File: src/sxt_pkg.sv
// shared types, constants and helpers for the s-expression tokenizer
// used by every module of the block; depends on nothing
`default_nettype none
package sxt_pkg;

  // defaults for the top level parameters
  localparam int unsigned MAX_TEXT_DEF  = 1024;
  localparam int unsigned LINE_BITS_DEF = 20;

  // fixed field widths of a result
  localparam int unsigned LEN_W  = 11;
  localparam int unsigned LINE_W = 20;

  // depth of the queue between front and back
  localparam int unsigned Q_DEPTH = 4;

  // result kinds
  localparam logic [1:0] RK_TEXT  = 2'd0;
  localparam logic [1:0] RK_TOKEN = 2'd1;
  localparam logic [1:0] RK_ERROR = 2'd2;

  // token kinds
  localparam logic [3:0] TK_EOF    = 4'd0;
  localparam logic [3:0] TK_OPEN   = 4'd1;
  localparam logic [3:0] TK_CLOSE  = 4'd2;
  localparam logic [3:0] TK_STRING = 4'd3;
  localparam logic [3:0] TK_SYMBOL = 4'd4;
  localparam logic [3:0] TK_INT    = 4'd5;
  localparam logic [3:0] TK_REAL   = 4'd6;
  localparam logic [3:0] TK_TRUE   = 4'd7;
  localparam logic [3:0] TK_FALSE  = 4'd8;

  // error codes
  localparam logic ERR_STRING = 1'b0;
  localparam logic ERR_CONST  = 1'b1;

  // characters
  localparam logic [7:0] CH_SEMI   = 8'h3B;
  localparam logic [7:0] CH_OPEN   = 8'h28;
  localparam logic [7:0] CH_CLOSE  = 8'h29;
  localparam logic [7:0] CH_HASH   = 8'h23;
  localparam logic [7:0] CH_MINUS  = 8'h2D;
  localparam logic [7:0] CH_DOT    = 8'h2E;
  localparam logic [7:0] CH_UNDER  = 8'h5F;
  localparam logic [7:0] CH_N      = 8'h6E;
  localparam logic [7:0] CH_T      = 8'h74;
  localparam logic [7:0] CH_F      = 8'h66;
  localparam logic [7:0] CH_BSLASH = 8'h5C;
  localparam logic [7:0] CH_QUOTE  = 8'h22;
  localparam logic [7:0] CH_LF     = 8'h0A;
  localparam logic [7:0] CH_TAB    = 8'h09;
  localparam logic [7:0] CH_SPACE  = 8'h20;

  typedef struct packed {
    logic [1:0]        kind;
    logic [3:0]        tok;
    logic [7:0]        byte_v;
    logic [LEN_W-1:0]  len;
    logic [LINE_W-1:0] line;
    logic              err;
  } res_t;

  // one queue entry: the results of one request
  typedef struct packed {
    logic two;
    res_t r0;
    res_t r1;
  } entry_t;

  typedef struct packed {
    logic full;
    logic empty;
  } q_stat_t;

  function automatic res_t mk_res(logic [1:0] kind, logic [3:0] tok, logic [7:0] b,
                                  logic [LEN_W-1:0] len, logic [LINE_W-1:0] line,
                                  logic err);
    res_t r;
    r.kind   = kind;
    r.tok    = tok;
    r.byte_v = b;
    r.len    = len;
    r.line   = line;
    r.err    = err;
    return r;
  endfunction

endpackage
`default_nettype wire

File: src/sxt_front.sv
// lexer front end: accepts one request a cycle while the queue is not full, works out its results
// depends on sxt_pkg
`default_nettype none
module sxt_front #(
  parameter int unsigned MAX_TEXT  = sxt_pkg::MAX_TEXT_DEF,
  parameter int unsigned LINE_BITS = sxt_pkg::LINE_BITS_DEF
) (
  input  wire logic             clk_i,
  input  wire logic             rst_ni,
  input  wire logic             in_valid_i,
  output logic                  in_stall_o,
  input  wire logic [7:0]       in_byte_i,
  input  wire logic             end_of_input_i,
  input  wire sxt_pkg::q_stat_t q_stat_i,
  output logic                  push_o,
  output sxt_pkg::entry_t       entry_o
);

  localparam int unsigned TCW = $clog2(MAX_TEXT + 1);
  localparam int unsigned LW  = sxt_pkg::LINE_W;
  localparam int unsigned NW  = sxt_pkg::LEN_W;
  localparam logic [TCW-1:0] MaxT = TCW'(MAX_TEXT);

  typedef enum logic [3:0] {
    M_IDLE, M_COMMENT, M_STRING, M_ESCAPE, M_CONST, M_NUMBER, M_SYMBOL,
    M_ERR_STRING, M_ERR_CONST
  } mode_e;

  mode_e                mode_q, mode_d;
  logic [TCW-1:0]       cnt_q, cnt_d;
  logic [LINE_BITS-1:0] line_q, line_d;
  logic [LINE_BITS-1:0] sline_q, sline_d;
  logic                 dig_q, dig_d;
  logic                 oth_q, oth_d;
  logic [1:0]           dot_q, dot_d;
  logic [7:0]           cf_q, cf_d;

  logic                 accept;
  logic [1:0]           n;
  sxt_pkg::res_t        r0, r1, em;

  function automatic logic is_space(logic [7:0] c);
    return (c == sxt_pkg::CH_SPACE) || (c >= 8'd9 && c <= 8'd13);
  endfunction

  function automatic logic is_digit(logic [7:0] c);
    return c >= 8'h30 && c <= 8'h39;
  endfunction

  function automatic logic is_alnum(logic [7:0] c);
    return is_digit(c) || (c >= 8'h61 && c <= 8'h7A) || (c >= 8'h41 && c <= 8'h5A);
  endfunction

  function automatic logic is_delim(logic [7:0] c);
    return c == sxt_pkg::CH_QUOTE || c == sxt_pkg::CH_OPEN ||
           c == sxt_pkg::CH_CLOSE || c == sxt_pkg::CH_SEMI;
  endfunction

  assign in_stall_o = q_stat_i.full;
  assign accept     = in_valid_i && !q_stat_i.full;

  always_comb begin
    logic [7:0] c;
    logic       do_idle;
    logic       do_word;
    logic       do_store;
    logic       fc_ok;
    logic [3:0] fc_tok;
    logic [3:0] fw_tok;

    mode_d   = mode_q;
    cnt_d    = cnt_q;
    line_d   = line_q;
    sline_d  = sline_q;
    dig_d    = dig_q;
    oth_d    = oth_q;
    dot_d    = dot_q;
    cf_d     = cf_q;
    n        = 2'd0;
    r0       = '0;
    r1       = '0;
    em       = '0;
    c        = in_byte_i;
    do_idle  = 1'b0;
    do_word  = 1'b0;
    do_store = 1'b0;

    // end of a constant: only #t and #f are known
    fc_ok  = (cnt_q == TCW'(1)) && (cf_q == sxt_pkg::CH_T || cf_q == sxt_pkg::CH_F);
    fc_tok = (cf_q == sxt_pkg::CH_T) ? sxt_pkg::TK_TRUE : sxt_pkg::TK_FALSE;

    // end of a word
    fw_tok = sxt_pkg::TK_SYMBOL;
    if (mode_q == M_NUMBER && !oth_q && dig_q && dot_q <= 2'd1) begin
      fw_tok = (dot_q == 2'd1) ? sxt_pkg::TK_REAL : sxt_pkg::TK_INT;
    end

    if (mode_q == M_ERR_STRING) begin
      r0 = sxt_pkg::mk_res(sxt_pkg::RK_ERROR, sxt_pkg::TK_EOF, 8'd0, '0,
                           LW'(sline_q), sxt_pkg::ERR_STRING);
      n  = 2'd1;
    end else if (mode_q == M_ERR_CONST) begin
      r0 = sxt_pkg::mk_res(sxt_pkg::RK_ERROR, sxt_pkg::TK_EOF, 8'd0, '0,
                           LW'(line_q), sxt_pkg::ERR_CONST);
      n  = 2'd1;
    end else if (end_of_input_i) begin
      case (mode_q)
        M_STRING, M_ESCAPE: begin
          mode_d = M_ERR_STRING;
          r0 = sxt_pkg::mk_res(sxt_pkg::RK_ERROR, sxt_pkg::TK_EOF, 8'd0, '0,
                               LW'(sline_q), sxt_pkg::ERR_STRING);
          n  = 2'd1;
        end
        M_CONST: begin
          if (fc_ok) begin
            mode_d = M_IDLE;
            r0 = sxt_pkg::mk_res(sxt_pkg::RK_TOKEN, fc_tok, 8'd0, NW'(cnt_q),
                                 LW'(line_q), 1'b0);
            r1 = sxt_pkg::mk_res(sxt_pkg::RK_TOKEN, sxt_pkg::TK_EOF, 8'd0, '0,
                                 LW'(line_q), 1'b0);
            n  = 2'd2;
          end else begin
            mode_d = M_ERR_CONST;
            r0 = sxt_pkg::mk_res(sxt_pkg::RK_ERROR, sxt_pkg::TK_EOF, 8'd0, '0,
                                 LW'(line_q), sxt_pkg::ERR_CONST);
            n  = 2'd1;
          end
        end
        M_NUMBER, M_SYMBOL: begin
          mode_d = M_IDLE;
          r0 = sxt_pkg::mk_res(sxt_pkg::RK_TOKEN, fw_tok, 8'd0, NW'(cnt_q),
                               LW'(line_q), 1'b0);
          r1 = sxt_pkg::mk_res(sxt_pkg::RK_TOKEN, sxt_pkg::TK_EOF, 8'd0, '0,
                               LW'(line_q), 1'b0);
          n  = 2'd2;
        end
        default: begin
          mode_d = M_IDLE;
          r0 = sxt_pkg::mk_res(sxt_pkg::RK_TOKEN, sxt_pkg::TK_EOF, 8'd0, '0,
                               LW'(line_q), 1'b0);
          n  = 2'd1;
        end
      endcase
    end else begin
      case (mode_q)
        M_COMMENT: begin
          if (c == sxt_pkg::CH_LF) begin
            line_d = line_q + LINE_BITS'(1);
            mode_d = M_IDLE;
          end
        end
        M_STRING: begin
          if (c == sxt_pkg::CH_QUOTE) begin
            mode_d = M_IDLE;
            r0 = sxt_pkg::mk_res(sxt_pkg::RK_TOKEN, sxt_pkg::TK_STRING, 8'd0, NW'(cnt_q),
                                 LW'(line_q), 1'b0);
            n  = 2'd1;
          end else if (c == sxt_pkg::CH_BSLASH) begin
            mode_d = M_ESCAPE;
          end else begin
            do_store = 1'b1;
          end
        end
        M_ESCAPE: begin
          if (c == sxt_pkg::CH_N) begin
            c = sxt_pkg::CH_LF;
          end else if (c == sxt_pkg::CH_T) begin
            c = sxt_pkg::CH_TAB;
          end
          do_store = 1'b1;
          mode_d   = M_STRING;
        end
        M_CONST: begin
          if (is_alnum(c) || c == sxt_pkg::CH_UNDER) begin
            do_store = 1'b1;
          end else if (fc_ok) begin
            mode_d  = M_IDLE;
            r0 = sxt_pkg::mk_res(sxt_pkg::RK_TOKEN, fc_tok, 8'd0, NW'(cnt_q),
                                 LW'(line_q), 1'b0);
            n  = 2'd1;
            do_idle = 1'b1;
          end else begin
            mode_d = M_ERR_CONST;
            r0 = sxt_pkg::mk_res(sxt_pkg::RK_ERROR, sxt_pkg::TK_EOF, 8'd0, '0,
                                 LW'(line_q), sxt_pkg::ERR_CONST);
            n  = 2'd1;
          end
        end
        M_NUMBER, M_SYMBOL: begin
          if (is_space(c) || is_delim(c)) begin
            mode_d  = M_IDLE;
            r0 = sxt_pkg::mk_res(sxt_pkg::RK_TOKEN, fw_tok, 8'd0, NW'(cnt_q),
                                 LW'(line_q), 1'b0);
            n  = 2'd1;
            do_idle = 1'b1;
          end else begin
            do_word = 1'b1;
          end
        end
        default: begin
          mode_d  = M_IDLE;
          do_idle = 1'b1;
        end
      endcase
    end

    // byte seen between tokens
    if (do_idle) begin
      if (is_space(c)) begin
        if (c == sxt_pkg::CH_LF) begin
          line_d = line_d + LINE_BITS'(1);
        end
      end else begin
        case (c)
          sxt_pkg::CH_SEMI: mode_d = M_COMMENT;
          sxt_pkg::CH_OPEN, sxt_pkg::CH_CLOSE: begin
            em = sxt_pkg::mk_res(sxt_pkg::RK_TOKEN,
                                 (c == sxt_pkg::CH_OPEN) ? sxt_pkg::TK_OPEN
                                                         : sxt_pkg::TK_CLOSE,
                                 8'd0, '0, LW'(line_d), 1'b0);
            if (n == 2'd0) begin
              r0 = em;
            end else begin
              r1 = em;
            end
            n = n + 2'd1;
          end
          sxt_pkg::CH_QUOTE: begin
            sline_d = line_d;
            cnt_d   = '0;
            mode_d  = M_STRING;
          end
          sxt_pkg::CH_HASH: begin
            cnt_d  = '0;
            cf_d   = 8'd0;
            mode_d = M_CONST;
          end
          default: begin
            cnt_d   = '0;
            dig_d   = 1'b0;
            oth_d   = 1'b0;
            dot_d   = 2'd0;
            mode_d  = (is_digit(c) || c == sxt_pkg::CH_MINUS) ? M_NUMBER : M_SYMBOL;
            do_word = 1'b1;
          end
        endcase
      end
    end

    // word class flags
    if (do_word) begin
      if (is_digit(c)) begin
        dig_d = 1'b1;
      end else if (c == sxt_pkg::CH_DOT) begin
        if (dot_d < 2'd2) begin
          dot_d = dot_d + 2'd1;
        end
      end else if (is_alnum(c) || c == sxt_pkg::CH_UNDER) begin
        oth_d = 1'b1;
      end
    end

    // text byte, dropped once the length saturates
    if ((do_word || do_store) && cnt_d < MaxT) begin
      if (cnt_d == '0) begin
        cf_d = c;
      end
      cnt_d = cnt_d + TCW'(1);
      em = sxt_pkg::mk_res(sxt_pkg::RK_TEXT, sxt_pkg::TK_EOF, c, '0, LW'(line_d), 1'b0);
      if (n == 2'd0) begin
        r0 = em;
      end else begin
        r1 = em;
      end
      n = n + 2'd1;
    end
  end

  assign push_o        = accept && (n != 2'd0);
  assign entry_o.two   = (n == 2'd2);
  assign entry_o.r0    = r0;
  assign entry_o.r1    = r1;

  always_ff @(posedge clk_i or negedge rst_ni) begin
    if (!rst_ni) begin
      mode_q  <= M_IDLE;
      cnt_q   <= '0;
      line_q  <= LINE_BITS'(1);
      sline_q <= '0;
      dig_q   <= 1'b0;
      oth_q   <= 1'b0;
      dot_q   <= 2'd0;
      cf_q    <= 8'd0;
    end else if (accept) begin
      mode_q  <= mode_d;
      cnt_q   <= cnt_d;
      line_q  <= line_d;
      sline_q <= sline_d;
      dig_q   <= dig_d;
      oth_q   <= oth_d;
      dot_q   <= dot_d;
      cf_q    <= cf_d;
    end
  end

endmodule
`default_nettype wire

File: src/sxt_queue.sv
// short queue of result entries between lexer front and output back end
// depends on sxt_pkg
`default_nettype none
module sxt_queue (
  input  wire logic             clk_i,
  input  wire logic             rst_ni,
  input  wire logic             push_i,
  input  wire sxt_pkg::entry_t  entry_i,
  input  wire logic             pop_i,
  output sxt_pkg::entry_t       head_o,
  output sxt_pkg::q_stat_t      stat_o
);

  localparam int unsigned PW = $clog2(sxt_pkg::Q_DEPTH);
  localparam int unsigned CW = $clog2(sxt_pkg::Q_DEPTH + 1);

  sxt_pkg::entry_t mem_q [sxt_pkg::Q_DEPTH];
  logic [PW-1:0]   wr_q, rd_q;
  logic [CW-1:0]   cnt_q;

  assign head_o       = mem_q[rd_q];
  assign stat_o.full  = (cnt_q == CW'(sxt_pkg::Q_DEPTH));
  assign stat_o.empty = (cnt_q == '0);

  always_ff @(posedge clk_i) begin
    if (push_i) begin
      mem_q[wr_q] <= entry_i;
    end
  end

  always_ff @(posedge clk_i or negedge rst_ni) begin
    if (!rst_ni) begin
      wr_q  <= '0;
      rd_q  <= '0;
      cnt_q <= '0;
    end else begin
      if (push_i) begin
        wr_q <= (wr_q == PW'(sxt_pkg::Q_DEPTH - 1)) ? '0 : wr_q + PW'(1);
      end
      if (pop_i) begin
        rd_q <= (rd_q == PW'(sxt_pkg::Q_DEPTH - 1)) ? '0 : rd_q + PW'(1);
      end
      if (push_i && !pop_i) begin
        cnt_q <= cnt_q + CW'(1);
      end else if (pop_i && !push_i) begin
        cnt_q <= cnt_q - CW'(1);
      end
    end
  end

endmodule
`default_nettype wire

File: src/sxt_back.sv
// output back end: sends entry results one per cycle unless stalled
// depends on sxt_pkg
`default_nettype none
module sxt_back (
  input  wire logic             clk_i,
  input  wire logic             rst_ni,
  input  wire sxt_pkg::entry_t  head_i,
  input  wire sxt_pkg::q_stat_t q_stat_i,
  output logic                  pop_o,
  output logic                  out_valid_o,
  input  wire logic             out_stall_i,
  output sxt_pkg::res_t         res_o,
  output logic                  last_o
);

  logic          valid_q;
  logic          sel_q;
  logic          last_q;
  sxt_pkg::res_t res_q;
  logic          load;
  logic          take;
  logic          head_last;

  assign load      = !valid_q || !out_stall_i;
  assign take      = load && !q_stat_i.empty;
  assign head_last = !head_i.two || sel_q;
  assign pop_o     = take && head_last;

  always_ff @(posedge clk_i or negedge rst_ni) begin
    if (!rst_ni) begin
      valid_q <= 1'b0;
      sel_q   <= 1'b0;
    end else if (load) begin
      valid_q <= !q_stat_i.empty;
      sel_q   <= take && !head_last;
    end
  end

  always_ff @(posedge clk_i) begin
    if (take) begin
      res_q  <= sel_q ? head_i.r1 : head_i.r0;
      last_q <= head_last;
    end
  end

  assign out_valid_o = valid_q;
  assign res_o       = res_q;
  assign last_o      = last_q;

endmodule
`default_nettype wire

File: src/sexpr_tokenizer.sv
// s-expression tokenizer top level: lexer front, result queue, output back end
// depends on sxt_pkg, sxt_front, sxt_queue and sxt_back
//
// usage
//   input channel: one request per accepted cycle, a byte (in_byte_i) or an
//   end-of-input mark (end_of_input_i); accepted when in_valid_i is high and
//   in_stall_o is low
//   output channel: one result per accepted cycle (text byte, token or error),
//   accepted when out_valid_o is high and out_stall_i is low; last_result_o
//   marks the final result caused by a request
//   a request gives zero, one or two results
//   path: a result passes through the queue, then the output register
//   throughput: one request per cycle while each gives at most one result and
//   the receiver does not stall; a request with two results holds the output
//   for both, as the single output register drains one queue entry result per cycle
//   the four-entry queue lets the lexer keep taking bytes while the receiver
//   stalls; in_stall_o rises only when the queue is full
//   reset: line count back to one, lexer between tokens, queue and output
//   empty; an error stays until reset and answers every request with itself
`default_nettype none
module sexpr_tokenizer #(
  parameter int unsigned MAX_TEXT  = sxt_pkg::MAX_TEXT_DEF,
  parameter int unsigned LINE_BITS = sxt_pkg::LINE_BITS_DEF
) (
  input  wire logic        clk_i,
  input  wire logic        rst_ni,
  // request channel
  input  wire logic        in_valid_i,
  output logic             in_stall_o,
  input  wire logic [7:0]  in_byte_i,
  input  wire logic        end_of_input_i,
  // result channel
  output logic             out_valid_o,
  input  wire logic        out_stall_i,
  output logic [1:0]       result_kind_o,
  output logic [3:0]       token_kind_o,
  output logic [7:0]       text_byte_o,
  output logic [10:0]      token_length_o,
  output logic [19:0]      line_number_o,
  output logic             error_code_o,
  output logic             last_result_o
);

  // front to queue
  logic             push;
  sxt_pkg::entry_t  entry;
  // queue to back
  sxt_pkg::entry_t  head;
  sxt_pkg::q_stat_t q_stat;
  logic             pop;
  sxt_pkg::res_t    res;

  // lexer state machine, one request per cycle into the queue while it is not full
  sxt_front #(
    .MAX_TEXT  (MAX_TEXT),
    .LINE_BITS (LINE_BITS)
  ) u_front (
    .clk_i          (clk_i),
    .rst_ni         (rst_ni),
    .in_valid_i     (in_valid_i),
    .in_stall_o     (in_stall_o),
    .in_byte_i      (in_byte_i),
    .end_of_input_i (end_of_input_i),
    .q_stat_i       (q_stat),
    .push_o         (push),
    .entry_o        (entry)
  );

  // decoupling queue, one entry per request that gives results
  sxt_queue u_queue (
    .clk_i   (clk_i),
    .rst_ni  (rst_ni),
    .push_i  (push),
    .entry_i (entry),
    .pop_i   (pop),
    .head_o  (head),
    .stat_o  (q_stat)
  );

  // serialiser and output register
  sxt_back u_back (
    .clk_i       (clk_i),
    .rst_ni      (rst_ni),
    .head_i      (head),
    .q_stat_i    (q_stat),
    .pop_o       (pop),
    .out_valid_o (out_valid_o),
    .out_stall_i (out_stall_i),
    .res_o       (res),
    .last_o      (last_result_o)
  );

  assign result_kind_o  = res.kind;
  assign token_kind_o   = res.tok;
  assign text_byte_o    = res.byte_v;
  assign token_length_o = res.len;
  assign line_number_o  = res.line;
  assign error_code_o   = res.err;

endmodule
`default_nettype wire

File: config.mk
export PLATFORM = sky130hd
export DESIGN_NAME = sexpr_tokenizer
export DESIGN_NICKNAME = d
export VERILOG_FILES = /design/src/sxt_pkg.sv /design/src/sxt_front.sv /design/src/sxt_queue.sv /design/src/sxt_back.sv /design/src/sexpr_tokenizer.sv
export SDC_FILE = /design/constraint.sdc
export NUM_CORES = 1
export LEC_CHECK = 0
export BUFFER_PORTS_ARGS = -buffer_cell sky130_fd_sc_hd__buf_2
export CAP_MARGIN = 5
export CORE_MARGIN = 4
export CORE_UTILIZATION = 48
export CTS_BUF_LIST = sky130_fd_sc_hd__clkbuf_8 sky130_fd_sc_hd__clkbuf_16
export DETAILED_ROUTE_END_ITERATION = 10
export SKIP_CTS_REPAIR_TIMING = 1
export SYNTH_ARGS = -nofsm -noshare
export SYNTH_HDL_FRONTEND = slang
export SYNTH_HIERARCHICAL = 1
export SYNTH_SLANG_ARGS = --single-unit
File: constraint.sdc
create_clock -name clk_i -period 12.3 [get_ports clk_i]
set_input_delay 0.615 -clock clk_i [delete_from_list [all_inputs] [get_ports clk_i]]
set_output_delay 0.615 -clock clk_i [all_outputs]
set_load 0.01 [all_outputs]
==> flow_summary.ini, run 1 <==
[outcome]
outcome = complete, no violations

[worst_setup_path]
cp_cell_sequence = nor2b_1, nand2_1, nor4_2, nor2_1, nor3_2, buf_4, inv_1, ha_1, inv_1, o21bai_1, inv_1, ha_1, nor3_1, a211oi_1, and2_4, buf_4
crit_family = simple AND/OR/NAND/NOR gates
r2r-end = u_queue/mem_q[3][53]
rr_worst_depth = 16
worstReg2RegStart = u_front/mode_q[2]
crit_type = flip-flop to flip-flop
rrSetupSlack_ns = 5.72
start_kind = flip-flop
path_max_fanout = 64
crit_slowest_cell = a211oi_1
worstSetupEndpointType = flip-flop
crit_buf_inv = 5
crit_path_max_incr_delay_ns = 0.89
cp.required_ns = 12.50
path_common_cell = inv_1
cp.arrival_ns = 6.79

[logic_synthesis]
synth-edff-count = 419
synthCells = 1460
ys_seq_area_frac = 0.647
synthArstFlopShare = 0.154
ys.flop_type = edfxtp_1
synth_cell_types = 85
syn_avg_cell_area_um2 = 15.3
yosys_warnings = 6
synth-seq-cells = 495
syn_area_mm2 = 0.0224

[floorplan]
boundaryPins = 62
die_w_um = 224
start_util = 0.489
die_area_mm2 = 0.0502
core_mm2 = 0.0458
fp.dieH_um = 224
num_rows = 78

[route]
routedWlPerCell_um = 23.3
wirelength_mm = 49.8
drtAntennaViolNets = 0
via_count = 12600
viasPerCell = 5.91
drt-initial-drc-count = 1233
drtPass1Iterations = 6
route.detailed.drc = 0

[global_routing]
grt_first_pass_wirelength_mm = 76.9
grt_pass1_vias = 12500
globalRouteMet1Util = 0.295
use_met2 = 0.309
use_met3 = 0.0387
grt_max_degree = 72
antenna_found_initial = 0
grt-ovfl-total = 0
grt_use_total = 0.199
top_usage_layer = met2

[clock_network]
numCtsBuffers = 51
cts_tree = built
clock_latency_ns = 0.59
h-tree-depth = 2
clkSlewWorstSetupHoldPaths_ns = 0.06
cts_num_sinks = 495
cts_buffer_depth = 3
ctsRootBufferMaster = clkbuf_16

[timing]
clock_skew_ns = 0.0176
clock.fmax_mhz = 152
worst_pin_slew_ns = 1.12
post-route-period-util = 0.535
report.final.slew_viol_count = 0
setup_viol = 0
hold_ws_ns = 0.307
period_minus_slack_ns = 6.58
hold_viol_final = 0
tns_ns = 0
rsz0062_at_grt = no
slew_headroom = 0.251

[power]
power.density_mw_per_mm2 = 228
leakagePower_nw = 8.64
ir_drop_mv = 0.171
p_total_w = 0.00561

[finish]
drive_above_1_share = 0.208
layout_commonest_cell = edfxtp_1
layout_common_cells = edfxtp_1, nand2_1, mux4_2
area_growth_syn_to_layout_pct = 10.1
final_util = 0.539
fin_nets = 1519

[place]
place_hpwl_mm = 31.3
place_congestion = 0.885
port_buffers = 61

[hold_path]
min-delay-path-class = input port to flip-flop
hold_depth = 3
hold_end = u_back/out_valid_o
hp-start = out_stall_i

[run]
maxCapViolCount = 0
metal layers:
metal,part of all wire,wire length (um)
met1,0.45,22700
met2,0.47,23300
met3,0.060,2970
met4,0.018,891
met5,0,0
where the power goes:
group | switching (W) | internal, W
registers | 0.000178 | 0.00230
clock network | 0.000631 | 0.000870
logic | 0.000918 | 0.000714
total | 0.00173 | 0.00389
cell families (layout without fill, tap and decap cells):
family,count (synthesis),in the layout,share of synthesized area
adders and majority gates,14,14,0.00816
other,1,16,0.000167
DFF,495,495,0.647
buffers and inverters,133,193,0.0335
muxes,162,162,0.130
AOI/OAI and AO/OA,237,237,0.0742
and+or+nand+nor,365,365,0.0859
xor gates and xnor gates,53,53,0.0207
worst max path at each step:
stage / slack [ns] / start / end / cells past startpoint
finish: 5.72 / u_front/mode_q[2] / u_queue/mem_q[3][53] / 16
global placement: 5.96 / u_front/mode_q[2] / u_queue/mem_q[1][60] / 16
CTS: 5.74 / u_front/mode_q[2] / u_queue/mem_q[1][53] / 16
detailed placement: 5.78 / u_front/mode_q[2] / u_queue/mem_q[1][62] / 16
global route: 5.25 / u_front/mode_q[2] / u_queue/mem_q[0][53] / 16
floorplan: 5.99 / u_front/cf_q[0] / u_queue/mem_q[0][0] / 14
worst register-to-register path, cell delays in order (launching register included):
cell and delay, ns:
dfrtp_1 0.80, nor2b_1 0.48, nand2_1 0.23, nor4_2 0.51
nor2_1 0.10, nor3_2 0.11, buf_4 0.29, inv_1 0.15
ha_1 0.29, inv_1 0.04, o21bai_1 0.28, inv_1 0.11
ha_1 0.31, nor3_1 0.06, a211oi_1 0.89, and2_4 0.63
buf_4 0.80
cell type report:
cell class / instances / area [um^2]
repair buffers: 79 / 445
fillers: 3697 / 21100
clock buffers: 54 / 1340
multi-input cells: 846 / 7250
inverters: 19 / 71.3
flip-flops and latches: 495 / 14500
clock inverters: 41 / 303
diodes: 1 / 2.50
well taps: 600 / 751
synthesized netlist by cell type (all sizes together) (25+ instances only):
cell | count | area (um^2)
edfxtp | 419 | 12600
nand2 | 102 | 383
mux4 | 93 | 2090
dfrtp | 75 | 1880
nor2 | 73 | 274
buf | 57 | 464
clkbuf | 57 | 214
o21ai | 55 | 275
a21oi | 52 | 264
mux2 | 52 | 657
xor2 | 27 | 236
xnor2 | 26 | 228
and2 | 25 | 159
through the flow:
stage,std cells,area [um^2],setup WS [ns]
floorplan,1474,22400,5.99
detailed placement,2038,23000,5.78
finish,2135,24700,5.72
global placement,2038,23000,5.96
global route,2134,24700,5.25
CTS,2133,24600,5.74
registers in the layout (all words and copies together), names as in the netlist:
| name | count |
|---|---|
| u_back/last_o | 1 |
| u_back/out_valid_o | 1 |
| u_back/res_o | 46 |
| u_back/sel_q | 1 |
| u_front/cf_q | 8 |
| u_front/cnt_q | 11 |
| u_front/dig_q | 1 |
| u_front/dot_q | 2 |
| u_front/line_q | 20 |
| u_front/mode_q | 4 |
| u_front/oth_q | 1 |
| u_front/sline_q | 20 |
| u_queue/cnt_q | 3 |
| u_queue/mem_q | 372 |
| u_queue/rd_q | 2 |
| u_queue/wr_q | 2 |
Power figures use the tool's default switching activity.
==> run 2: changes to the inputs <==
clock period = 6.2 ns   (was 12.3 ns; I/O delays follow)
==> run 2 against run 1 <==
Critical path type unchanged. Routed wire length grew 1.7%. Utilization grew 0.28 points. Final area grew 0.52%. Setup slack lost 4.8 ns. Largest power group unchanged. Die area is the same. Non-clock buffer count grew 13. Largest cell class unchanged. Register-to-register slack lost 4.8 ns. Sequential share of layout area shrank 0.30 points. Total power grew 98%. Sequential power grew 99%. Final cell count grew 0.66%.
==> flow_summary.ini, run 2 (synthesized netlist as in run 1, its figures left out) <==
[worst_setup_path]
cp.required_ns = 6.50
crit_buf_inv = 1
worstSetupEndpointType = flip-flop
cp.arrival_ns = 5.63
path_max_fanout = 23
crit_type = flip-flop to flip-flop
path_common_cell = and2_1
crit_slowest_cell = dfrtp_1
crit_path_max_incr_delay_ns = 0.79
crit_family = simple AND/OR/NAND/NOR gates
start_kind = flip-flop
cp_cell_sequence = nor2b_1, nand2_1, nor4_2, and2_1, o211ai_1, xnor2_1, ha_1, and2_1, buf_4, mux2i_1

[finish]
top_register = u_queue/mem_q
n_antenna_cell = 0
drive_above_1_share = 0.214
layout_common_cells = edfxtp_1, nand2_1, mux4_2
largest_reg_flops = 372
fin_nets = 1533
layout_commonest_cell = edfxtp_1
area_growth_syn_to_layout_pct = 10.7

[timing]
clock.fmax_mhz = 188
report.final.slew_viol_count = 0
setup_viol = 0
rsz0062_at_grt = no
period_minus_slack_ns = 5.33
post-route-period-util = 0.860
tns_ns = 0
hold_viol_final = 0
worst_pin_slew_ns = 1.16
slew_headroom = 0.227
clock_skew_ns = 0.0143
setup_slack_ns = 0.870

[floorplan]
die_w_um = 224
core_mm2 = 0.0458
boundaryPins = 62
die_area_mm2 = 0.0502
num_rows = 78
fp.dieH_um = 224
start_util = 0.489

[clock_network]
clkSlewWorstSetupHoldPaths_ns = 0.06
cts_buffer_depth = 3
h-tree-depth = 2
numCtsBuffers = 52
clock_latency_ns = 0.60
ctsRootBufferMaster = clkbuf_16
cts_tree = built
cts_num_sinks = 495

[power]
swShare = 0.313
leakagePower_nw = 8.68
comb_power_share = 0.296
ir_drop_mv = 0.228
p_int_w = 0.00765
pwr-share-clk = 0.261
p_switching_w = 0.00348
power.density_mw_per_mm2 = 449
power_frac_seq = 0.443

[place]
port_buffers = 61
place_congestion = 0.876
place_hpwl_mm = 32.1
place_ws_ns = 1.05

[route]
viasPerCell = 6.03
via_count = 12900
top_layer = met4
route.detailed.drc = 0
route.met3.wl_mm = 3.09
routedWlPerCell_um = 23.6
wl_met2_mm = 23.4
drtAntennaViolNets = 0
wirelength_mm = 50.7
drt-initial-drc-count = 1335
drtPass1Iterations = 6
wl_met1_mm = 23.0

[global_routing]
grt_pass1_vias = 13000
grt-ovfl-total = 0
grt_max_degree = 60
antenna_found_initial = 1
grt_first_pass_wirelength_mm = 78.6
grt_use_total = 0.204

[hold_path]
min-delay-path-class = input port to asynchronous set/reset pin

[outcome]
outcome = complete, no violations

[run]
maxCapViolCount = 0
[run 2: metrics by stage]
stage | area, um^2 | hold slack [ns] | power, W | util | std cells
final | 24800 | 0.138 | 0.0111 | 0.541 | 2149
after global routing | 24800 | 0.158 | 0.0117 | 0.541 | 2149
after CTS | 24800 | -0.429 | 0.0113 | 0.541 | 2147
after detailed placement | 23100 | 0.218 | 0.00835 | 0.506 | 2050
after global placement | 23100 | 0.218 | 0.00831 | 0.506 | 2050
after floorplan | 22400 | 0.0144 | 0.00739 | - | 1474
[run 2: power by group through the flow]
stage	Combinational, W	Sequential (W)	Clock (W)
5_1_grt	0.00357	0.00502	0.00313
6_report	0.00330	0.00493	0.00290
4_1_cts	0.00335	0.00495	0.00299
3_3_place_gp	0.00333	0.00498	0
2_1_floorplan	0.00250	0.00489	0
3_5_place_dp	0.00334	0.00501	0
[run 2: final cells by class]
class	count	area (um^2)
clock buffer	53	1320
clock inverter	44	302
fill	3710	21000
inverter	19	71.3
multi-input combinational	846	7240
sequential	495	14500
tap	600	751
timing repair buffer	92	608
[run 2: worst reg2reg max path, delay by kind of cell, from the launching register on]
| kind | cells | cell delay [ns] |
|---|---|---|
| DFF | 1 | 0.79 |
| buffers and inverters | 1 | 0.35 |
| muxes | 1 | 0.65 |
| xor gates and xnor gates | 1 | 0.53 |
| and+or+nand+nor | 5 | 1.97 |
| AOI/OAI and AO/OA | 1 | 0.28 |
| adders and majority gates | 1 | 0.45 |
[run 2: worst paths after layout]
check                                  startpoint  depth (start not counted)  slack, ns              endpoint
worst max-delay path            u_front/mode_q[2]                         10       0.87  u_queue/mem_q[1][49]
worst min-delay path                       rst_ni                          2       0.14     u_front/line_q[6]
worst max register to register  u_front/mode_q[2]                         10       0.87  u_queue/mem_q[1][49]
worst min register to register    u_front/cf_q[2]                          1       0.48       u_front/cf_q[2]
max in group asynchronous                  rst_ni                          3       4.86       u_queue/rd_q[1]
min in group clk_i                   in_byte_i[0]                          5       0.22         u_front/oth_q
[run 2: per-layer routing]
layer,global-route usage,vias to the layer above
met2,0.317,429
li1,-,5791
met4,0.0515,0
met3,0.0353,89
met1,0.302,6640
met5,0,-
